`config.mk`:
```
export PLATFORM = sky130hd
export DESIGN_NAME = reply_timing_link_monitor
export DESIGN_NICKNAME = d
export VERILOG_FILES = /design/src/rtl/rtlm_pkg.sv /design/src/rtl/reply_timing_link_monitor.sv /design/src/rtl/rtlm_core.sv
export SDC_FILE = /design/constraint.sdc
export NUM_CORES = 2
export LEC_CHECK = 0
export ABC_AREA = 1
export BUFFER_PORTS_ARGS = -buffer_cell sky130_fd_sc_hd__buf_2
export CAP_MARGIN = 20
export CORE_MARGIN = 1
export CORE_UTILIZATION = 55
export CTS_BUF_LIST = sky130_fd_sc_hd__clkbuf_16
export DETAILED_ROUTE_END_ITERATION = 6
export MAX_ROUTING_LAYER = met4
export PLACE_DENSITY = 0.74
export SLEW_MARGIN = 20
export SYNTH_ARGS = -nofsm -noshare
export SYNTH_HDL_FRONTEND = slang
export SYNTH_SLANG_ARGS = --single-unit
```
`constraint.sdc`:
```
create_clock -name clk -period 25.6 [get_ports clk]
set_clock_uncertainty 0.15 [all_clocks]
set_input_delay 2.56 -clock clk [delete_from_list [all_inputs] [get_ports clk]]
set_output_delay 2.56 -clock clk [all_outputs]
set_load 0.01 [all_outputs]
```
`src/rtl/rtlm_pkg.sv`:
```
// Types and constants shared by the reply timing link monitor.
package rtlm_pkg;

  localparam int unsigned CFG_IDX_W  = 2;
  localparam int unsigned CFG_DATA_W = 32;
  localparam int unsigned LIMIT_W    = 42;
  localparam int unsigned LAT_W      = 23;

  // Register indexes on the configuration port
  localparam logic [CFG_IDX_W-1:0] REG_MAX_FAILURES  = 2'd0;
  localparam logic [CFG_IDX_W-1:0] REG_MIN_SUCCESSES = 2'd1;
  localparam logic [CFG_IDX_W-1:0] REG_MAX_DELAY     = 2'd2;

  localparam logic [31:0] CYCLE_AGE_LIMIT     = 32'd1;
  localparam logic [31:0] WAVEFORM_WAIT_LIMIT = 32'd100;
  localparam logic [9:0]  LATENCY_DIVISOR     = 10'd1000;

  // floor(x / 1000) == (x * RECIP_1000) >> RECIP_SHIFT for every 32-bit x
  localparam int unsigned RECIP_SHIFT = 38;
  localparam logic [28:0] RECIP_1000  = 29'd274877907;

  // Input item; packed MSB first, so the first field lands in the high bits
  typedef struct packed {
    logic [15:0] acked_waveform_id;
    logic [31:0] reply_cycle;
    logic [63:0] reply_time;
    logic [15:0] sent_waveform_id;
    logic [31:0] network_cycle;
    logic [63:0] command_time;
  } in_item_t;

  typedef struct packed {
    logic             link_down;
    logic [31:0]      waveform_late_count;
    logic [31:0]      late_count;
    logic [31:0]      on_time_count;
    logic [LAT_W-1:0] latency;
  } out_item_t;

  typedef struct packed {
    logic [15:0] last_acked_waveform;
    logic [31:0] waveform_start_cycle;
    logic [31:0] on_time_counter;
    logic [31:0] late_counter;
    logic [31:0] waveform_late_counter;
    logic        link_state;
  } mon_state_t;

  // delay_limit holds max_delay * 1000 + 999: latency > max_delay iff diff > delay_limit
  typedef struct packed {
    logic [31:0]        max_failures;
    logic [31:0]        min_successes;
    logic [LIMIT_W-1:0] delay_limit;
  } mon_cfg_t;

endpackage

```
`src/rtl/reply_timing_link_monitor.sv`:
```
// Top level of the reply timing link monitor: stream ports, registers and state.
//
// Takes one item per control cycle on the s_ stream and returns one result per
// item on the m_ stream, in order. The reply latency is the low 32 bits of
// reply_time - command_time divided by 1000; a reply is late when it is more
// than one network cycle old, slower than max_delay, or when a waveform has
// been waiting unacknowledged past WAVEFORM_WAIT_LIMIT. Late and on-time
// counters move link_down between connected and disconnected with hysteresis
// set by max_failures and min_successes. Throughput is one item per clock
// while m_tready holds high; an item passes through the input register and
// then the result register on its way to the m_ stream. The loop that sets
// this rate is the state update, done combinationally from the input
// register into the state and result registers, with the divide by 1000
// done as one reciprocal multiply alongside it. Configuration is to be
// written on cfg_we/cfg_index/cfg_data only while no item is in flight; the
// block does not enforce this. Indexes beyond max_delay are ignored. Nothing
// needs clearing after reset beyond the registers that reset clears at once.
module reply_timing_link_monitor import rtlm_pkg::*; (
  input  logic                  clk,
  input  logic                  rst,
  // s_tdata, low bit up: command_time[63:0], network_cycle[95:64],
  // sent_waveform_id[111:96], reply_time[175:112], reply_cycle[207:176],
  // acked_waveform_id[223:208]
  input  logic                  s_tvalid,
  output logic                  s_tready,
  input  logic [223:0]          s_tdata,
  // m_tdata, low bit up: latency[22:0], on_time_count[54:23],
  // late_count[86:55], waveform_late_count[118:87], link_down[119]
  output logic                  m_tvalid,
  input  logic                  m_tready,
  output logic [119:0]          m_tdata,
  input  logic                  cfg_we,
  input  logic [CFG_IDX_W-1:0]  cfg_index,
  input  logic [CFG_DATA_W-1:0] cfg_data
);

  in_item_t   in_reg;
  logic       in_valid;
  out_item_t  out_reg;
  logic       out_valid;
  mon_state_t state;
  mon_state_t state_next;
  mon_cfg_t   cfg;
  out_item_t  result;
  logic       out_free;
  logic       advance;

  // result register frees up when empty or when it is taken this cycle
  assign out_free = !out_valid || m_tready;
  assign advance  = in_valid && out_free;
  assign s_tready = !in_valid || out_free;
  assign m_tvalid = out_valid;
  assign m_tdata  = out_reg;

  rtlm_core u_core (
    .item       (in_reg),
    .state      (state),
    .cfg        (cfg),
    .state_next (state_next),
    .result     (result)
  );

  // control, state and configuration
  always_ff @(posedge clk) begin
    if (rst) begin
      in_valid          <= 1'b0;
      out_valid         <= 1'b0;
      state             <= '0;
      cfg.max_failures  <= '0;
      cfg.min_successes <= '0;
      cfg.delay_limit   <= LIMIT_W'(LATENCY_DIVISOR - 10'd1);
    end else begin
      if (s_tready) begin
        in_valid <= s_tvalid;
      end
      if (out_free) begin
        out_valid <= in_valid;
      end
      if (advance) begin
        state <= state_next;
      end
      if (cfg_we) begin
        case (cfg_index)
          REG_MAX_FAILURES:  cfg.max_failures  <= cfg_data;
          REG_MIN_SUCCESSES: cfg.min_successes <= cfg_data;
          REG_MAX_DELAY: begin
            // delay_limit is the largest diff whose latency is still within max_delay
            cfg.delay_limit <= LIMIT_W'(cfg_data) * LIMIT_W'(LATENCY_DIVISOR)
                               + LIMIT_W'(LATENCY_DIVISOR - 10'd1);
          end
          default: ;
        endcase
      end
    end
  end

  // payload registers
  always_ff @(posedge clk) begin
    if (s_tready && s_tvalid) begin
      in_reg <= in_item_t'(s_tdata);
    end
    if (advance) begin
      out_reg <= result;
    end
  end

  // state moves only with an item
  a_state_hold: assert property (@(posedge clk) disable iff (rst)
    !advance |=> $stable(state))
    else $error("monitor state changed without an item");

  // reconnection clears the late counters
  a_reconnect_clear: assert property (@(posedge clk) disable iff (rst)
    $fell(state.link_state) |-> (state.late_counter == 32'd0) &&
                                (state.waveform_late_counter == 32'd0))
    else $error("late counters not cleared on reconnection");

  // the link only drops on a late reply, which clears the on-time run
  a_drop_clears_run: assert property (@(posedge clk) disable iff (rst)
    $rose(state.link_state) |-> state.on_time_counter == 32'd0)
    else $error("on-time counter not cleared when link dropped");

  // an item processed this cycle shows up as a result next cycle
  a_result_follows: assert property (@(posedge clk) disable iff (rst)
    advance |=> m_tvalid && (m_tdata[119] == state.link_state))
    else $error("result missing or out of step with link state");

endmodule

```
`src/rtl/rtlm_core.sv`:
```
// Per-item latency check and link state update.
module rtlm_core import rtlm_pkg::*; (
  input  in_item_t   item,
  input  mon_state_t state,
  input  mon_cfg_t   cfg,
  output mon_state_t state_next,
  output out_item_t  result
);

  logic [31:0]  diff;
  logic [60:0]  prod;
  logic [31:0]  age;
  logic         late_reply;
  logic         late;
  logic [31:0]  start_eff;
  logic [31:0]  wait_cycles;
  logic [31:0]  late_inc;
  logic [31:0]  on_time_inc;

  // only the low 32 bits of the timestamp difference matter
  assign diff = item.reply_time[31:0] - item.command_time[31:0];
  assign prod = 61'(diff) * 61'(RECIP_1000);
  assign age  = item.network_cycle - item.reply_cycle;

  assign late_reply = (age > CYCLE_AGE_LIMIT) ||
                      ({{(LIMIT_W-32){1'b0}}, diff} > cfg.delay_limit);

  assign start_eff   = (state.waveform_start_cycle == 32'd0) ? item.network_cycle
                                                            : state.waveform_start_cycle;
  assign wait_cycles = item.network_cycle - start_eff;
  assign late_inc    = state.late_counter + 32'd1;
  assign on_time_inc = state.on_time_counter + 32'd1;

  always_comb begin
    state_next = state;
    late       = late_reply;

    if (!late_reply && (item.sent_waveform_id != state.last_acked_waveform)) begin
      late = wait_cycles > WAVEFORM_WAIT_LIMIT;
      if (item.sent_waveform_id == item.acked_waveform_id) begin
        state_next.last_acked_waveform  = item.sent_waveform_id;
        state_next.waveform_start_cycle = 32'd0;
      end else begin
        state_next.waveform_start_cycle = start_eff;
      end
      if (late) begin
        state_next.waveform_late_counter = state.waveform_late_counter + 32'd1;
      end
    end

    if (late) begin
      state_next.late_counter    = late_inc;
      state_next.on_time_counter = 32'd0;
      if (late_inc > cfg.max_failures) begin
        state_next.link_state = 1'b1;
      end
    end else if (state.link_state) begin
      state_next.on_time_counter = on_time_inc;
      if (on_time_inc > cfg.min_successes) begin
        state_next.link_state            = 1'b0;
        state_next.late_counter          = 32'd0;
        state_next.waveform_late_counter = 32'd0;
      end
    end
  end

  assign result.latency             = prod[RECIP_SHIFT +: LAT_W];
  assign result.on_time_count       = state_next.on_time_counter;
  assign result.late_count          = state_next.late_counter;
  assign result.waveform_late_count = state_next.waveform_late_counter;
  assign result.link_down           = state_next.link_state;

endmodule

```
### Word-level counts from Yosys, hierarchy flattened

Index checks and enable logic that the tools add are counted.

* flip-flop bits (word level): 533
* bits in latches: 0
* bits in writable memories: 0
* memory bits (read-only): 0
* input bits: 263
* output and inout bits: 122
* logic and storage cells: 67
* memories: 0

* $add $sub $neg: 7
* multipliers: 2
* divide/modulo/power cells: 0
* magnitude comparators: 5
* equal/unequal tests: 4
* shift-type cells: 0
* multiplexer cells: 11
* bitwise gates (word level): 0
* reductions and logical operators: 16

Operators with widths (number)
* 2-to-1 mux 32 bit: 5
* 2-to-1 mux 97 bit: 1
* adder 32 x 1 -> 32 bit, second input constant: 3
* subtractor 32 bit: 3
* 2-to-1 mux 65 bit: 1
* > comparator 32 bit: 2
* 2-to-1 mux 64 bit: 1
* multiplier 32 x 29 -> 61 bit, second input constant: 1
* adder 42 x 10 -> 42 bit, second input constant: 1
* > comparator 32 x 42 -> 1 bit: 1
* multiplier 32 x 7 -> 39 bit, second input constant: 1
* > comparator 32 x 1 -> 1 bit, second input constant: 1
* > comparator 32 x 7 -> 1 bit, second input constant: 1
* logical NOT 32 bit: 1
* equality test 16 bit: 1
* inequality test 16 bit: 1
* AND reduction 2 bit: 4
* logical AND 1 bit: 3
* logical NOT 1 bit: 3
* logical OR 1 bit: 3
* 2-to-1 mux 1 bit: 3
* AND reduction 3 bit: 1
* equality test 2 x 1 -> 1 bit, second input constant: 1
* equality test 2 bit, second input constant: 1
* logical NOT 2 bit: 1

### Logic depth before layout (Yosys ltp)

* depth after elaboration: 9
* gate-level depth with buffers: 47
* gate-level depth less buffers: 47

### Cells and area by module

From an unflattened synthesis, not the netlist that was laid out.

* cell total of the unflattened synthesis: 7297
* area, all modules: 57699.1 µm²

By module, submodules not included
* rtlm_core: times used 1, cells an instance 4817, area an instance 31458.9 µm², sequential area each 0.0 µm²
* reply_timing_link_monitor: times used 1, cells an instance 2480, area an instance 26240.2 µm², sequential area each 15334.7 µm²

### Worst setup path after synthesis

No wires, ideal clock.

* path type: register to register
* start: reg in_reg[0] (netlist name)
* end: reg out_reg, in the netlist m_tdata[20], data pin
* library setup time: 274 ps
* arrival: 8453 ps
* required time: 25176 ps
* path slack: 16723 ps
* cell stages (with the launch flop): 46
* buffers on the path: 0
* period minus slack after synthesis: 8877 ps
* path through: edfxtp_1 ha_1 fa_1 inv_1 nand3_1 nand2_1 nand3_1 nand3_2 nand2_2 nand2_1 nand3_1 nand2_1 nand3_1 nand2_1 a31oi_1 o21ai_0 nand3_1 nand2_1 [... 10 more ...] inv_1 fa_1 inv_1 fa_1 ha_1 ha_1 nand2_1 nor2_1 inv_1 nor3_1 and3_1 nand3_1 nand3_1 nand2_1 o211ai_1 a21oi_1 o41ai_1 xor2_1

RTL lines
* start: declaration: RTL line reply_timing_link_monitor.sv:37 `in_item_t in_reg;`
* start signal: assignment: RTL line reply_timing_link_monitor.sv:100 `in_reg <= in_item_t'(s_tdata);`
* end signal: assignment: RTL line reply_timing_link_monitor.sv:103 `out_reg <= result;`
* end: declaration: RTL line reply_timing_link_monitor.sv:39 `out_item_t out_reg;`

==> impl_results.md <==
- Status: finished clean
- NumNets Final: 8242
- Buf/Inv on CP: 8
- Reg2Reg Depth: 38
- P&R area growth vs syn: 9.572%
- CP Capture Type: flop
- RSZ-0062 raised after global routing: false
- Slowest library cell on the worst path: xor2_1
- Die Y: 312.4 um
- H-tree level count: 2
- WHS Path Cells: 2
- CTS buffer count: 59
- Reg2Reg Setup Slack: 14870 ps
- Final setup fails: 0
- Remaining global-route overflow: 0
- Initial DRC count: 3321
- Die area: 97620 um^2
- Yosys cell types: 65
- Hold Path End: cfg[52]$_SDFFE_PP0P_
- Core ar.: 95290 um^2
- Slew Limit Fails: 0
- Clk sinks: 530
- Worst-path fanout max: 10
- FF+latch count, synth: 530
- Syn Nets: 7959
- IO Count: 385
- GRT Total Usage: 29.99%
- Setup repair bufs after CTS: 0
- Largest family of logic cells by synthesized area: adder cells
- Compound-cell area share of the yosys netlist: 9.594%
- Post-synthesis mux area share: 0.09442%
- Die span in x: 312.4 um
- CTS root buffer: clkbuf_16
- Post-synth EDFFs: 280
- First-pass DRT Iterations: 6
- Worst Max-Slew Pin Slew: 1024 ps
- Hold Crit Start: cfg[52]$_SDFFE_PP0P_
- Synthesized area per cell: 7.999 um^2
- Fill cells: 8617
- Core Rows: 113
- Most common cell on crit path: inv_1
- Worst EP required: 25860 ps
- Synthesis Warnings: 0
- Slew headroom: 31.52%
- Max cap viols: 0
- R2r startpoint: in_reg[114]$_DFFE_PP_
- Kind of cell adding the most delay to the critical path: adder cells
- Max reg flops: 160
- Hold Violations, Final: 0
- WP data arrival: 10990 ps
- Post-synthesis adder-cell area fraction: 31.19%
- Max stage delay on crit path: 740 ps
- Detail Route Antenna Nets: 0
- Sequential cell area fraction in the yosys report: 25.31%
- Vias per cell: 5.358
- Worst Setup Path Type: flop to flop
- Routed WL: 142.0 mm
- DR vias: 44110
- Share of layout cells above drive strength 1: 8.665%
- Worst min path class: flop to flop
- Placed cell count: 8113
- Worst skew pair latency: 710 ps
- Startpoint Class: flop
- Clock Path Buffers: 3
- Hold buffers post-CTS: 0
- Routed len/inst: 17.25 um
- Largest net degree at the start of global routing: 95
- Synth Instances: 6626
- Global-route wire length before repair: 226.8 mm
- Final min period: 10730 ps
- Synth Area in XOR/XNOR: 3.553%
- CTS tree: built
- Post-CTS sizing: 0
- Detailed Place HPWL: 113.8 mm
- Post-route DRC: 0
- Reg2reg end: m_tdata[20]$_DFFE_PP_
- Synth async-reset ratio: 0%
- Achievable Freq: 93.19 MHz
- Most common flop cell mapped by yosys: edfxtp_1
- Port Buffers: 320
- Final Cycle Share: 41.92%
- Starting density of the core: 55.62%
- Post-Layout Cell Count: 8233
- Initial antenna violation count: 8
- Clock-pin slew on the worst setup and hold paths: 60 ps
- RePlAce Congestion: 0.9755
- Synthesized area: 53000 um^2
- Post-Synth Simple-Gate Area: 19.69%
- TNS Setup: 0 ps
- Number of global-route vias before repair: 43480
[cells in the mapped netlist, drive strengths merged (3+ instances only)]
library cell  number  share of area [%]
o31ai              6              0.094
inv             1329                9.4
nor2             613                4.5
o21a              11               0.16
a21o              17               0.24
mux2i              5              0.094
a31o               7               0.12
nand2           1220                8.8
nand3b            18               0.25
a211oi             8               0.11
nor3b              5              0.071
a21boi             8               0.11
o221ai             7               0.12
o211ai            45               0.64
or2               25               0.30
xnor2             56               0.93
nand4            140                1.7
nand3            265                2.5
ha               651                 15
and3               6              0.071
o221a              3              0.064
a31oi             22               0.26
nor4              40               0.48
edfxtp           280                 16
dfxtp            250                9.4
xor2             159                2.6
clkbuf            95               0.67
a21oi            450                4.3
buf               42               0.48
o21bai            20               0.28
o21ai            309                2.9
nor3              74               0.82
o2111ai            6              0.099
and2               6              0.071
fa               419                 16
[final cells by class]
cell class / instances / area [um^2] / share of cell area [%]
sequential: 530 / 13410 / 23.10
clock buffer: 59 / 1476 / 2.542
antenna: 9 / 22.52 / 0.03878
clock inverter: 52 / 624.3 / 1.075
multi-input combinational: 4629 / 34050 / 58.63
inverter: 1330 / 5012 / 8.630
timing repair buffer: 359 / 1897 / 3.266
tap: 1265 / 1583 / 2.725
[per-stage QoR]
stage               util (%)  hold slack (ps)  instance area, um^2  worst slack [ps]
detailed placement     58.70            303.7                55930             14880
CTS                    60.90            313.4                58030             14830
global route           60.94            328.3                58070             14080
floorplan                  -            285.3                53000             16720
global placement       58.69            296.6                55930             14880
finish                 60.95            311.0                58080             14870
[tightest hold or removal path: cells and delay by family, from the launching register on]
kind / cells / cell delay, ps
AOI/OAI and AO/OA: 1 / 60
buffers and inverters: 1 / 60
DFF: 1 / 300
[layout by cell type, fill, tap and decap left out, drive strengths merged, types with 8 or more instances in the layout]
master  count
nand3     265
nand2    1220
buf       359
a21o       17
clkinv     19
nand4     140
nand3b     18
a211oi      8
nor3       74
diode       9
inv      1345
a21boi      8
o211ai     45
nor4       40
ha        651
or2        25
bufinv     11
clkbuf     59
a31oi      22
edfxtp    280
a21oi     450
o21ai     309
xnor2      56
o21a       11
fa        419
dfxtp     250
o21bai     20
xor2      159
nor2      613
[per-layer routing]
layer  global-route usage (%)  wire length, um  vias up
li1                         -                -    21940
met1                    37.97            61220    20710
met2                    49.70            67850     1210
met3                    3.457             7894      248
met4                    10.32             5049        0
met5                        -                0        -
[cell families after synthesis]
group | Yosys count
buffers and inverters | 1467
AND/OR/NAND/NOR | 2413
multiplexers | 5
XOR/XNOR | 215
AO/OA/AOI/OAI | 926
flip-flops | 530
adder cells (fa/ha/maj) | 1070
[how the worst max path moves through the flow]
stage	start	end	slack, ps	cells after the start
after CTS	in_reg[114]$_DFFE_PP_	m_tdata[22]$_DFFE_PP_	14830	38
after global placement	in_reg[114]$_DFFE_PP_	m_tdata[20]$_DFFE_PP_	14880	38
after global routing	in_reg[2]$_DFFE_PP_	m_tdata[22]$_DFFE_PP_	14080	39
after detailed placement	in_reg[114]$_DFFE_PP_	m_tdata[20]$_DFFE_PP_	14880	38
final	in_reg[114]$_DFFE_PP_	m_tdata[20]$_DFFE_PP_	14870	38
after floorplan	in_reg[0]$_DFFE_PP_	m_tdata[20]$_DFFE_PP_	16720	45
Power is left out: the tool's default activity adds up to more than one toggle a clock period on the data nets, which glitch-free logic cannot reach.
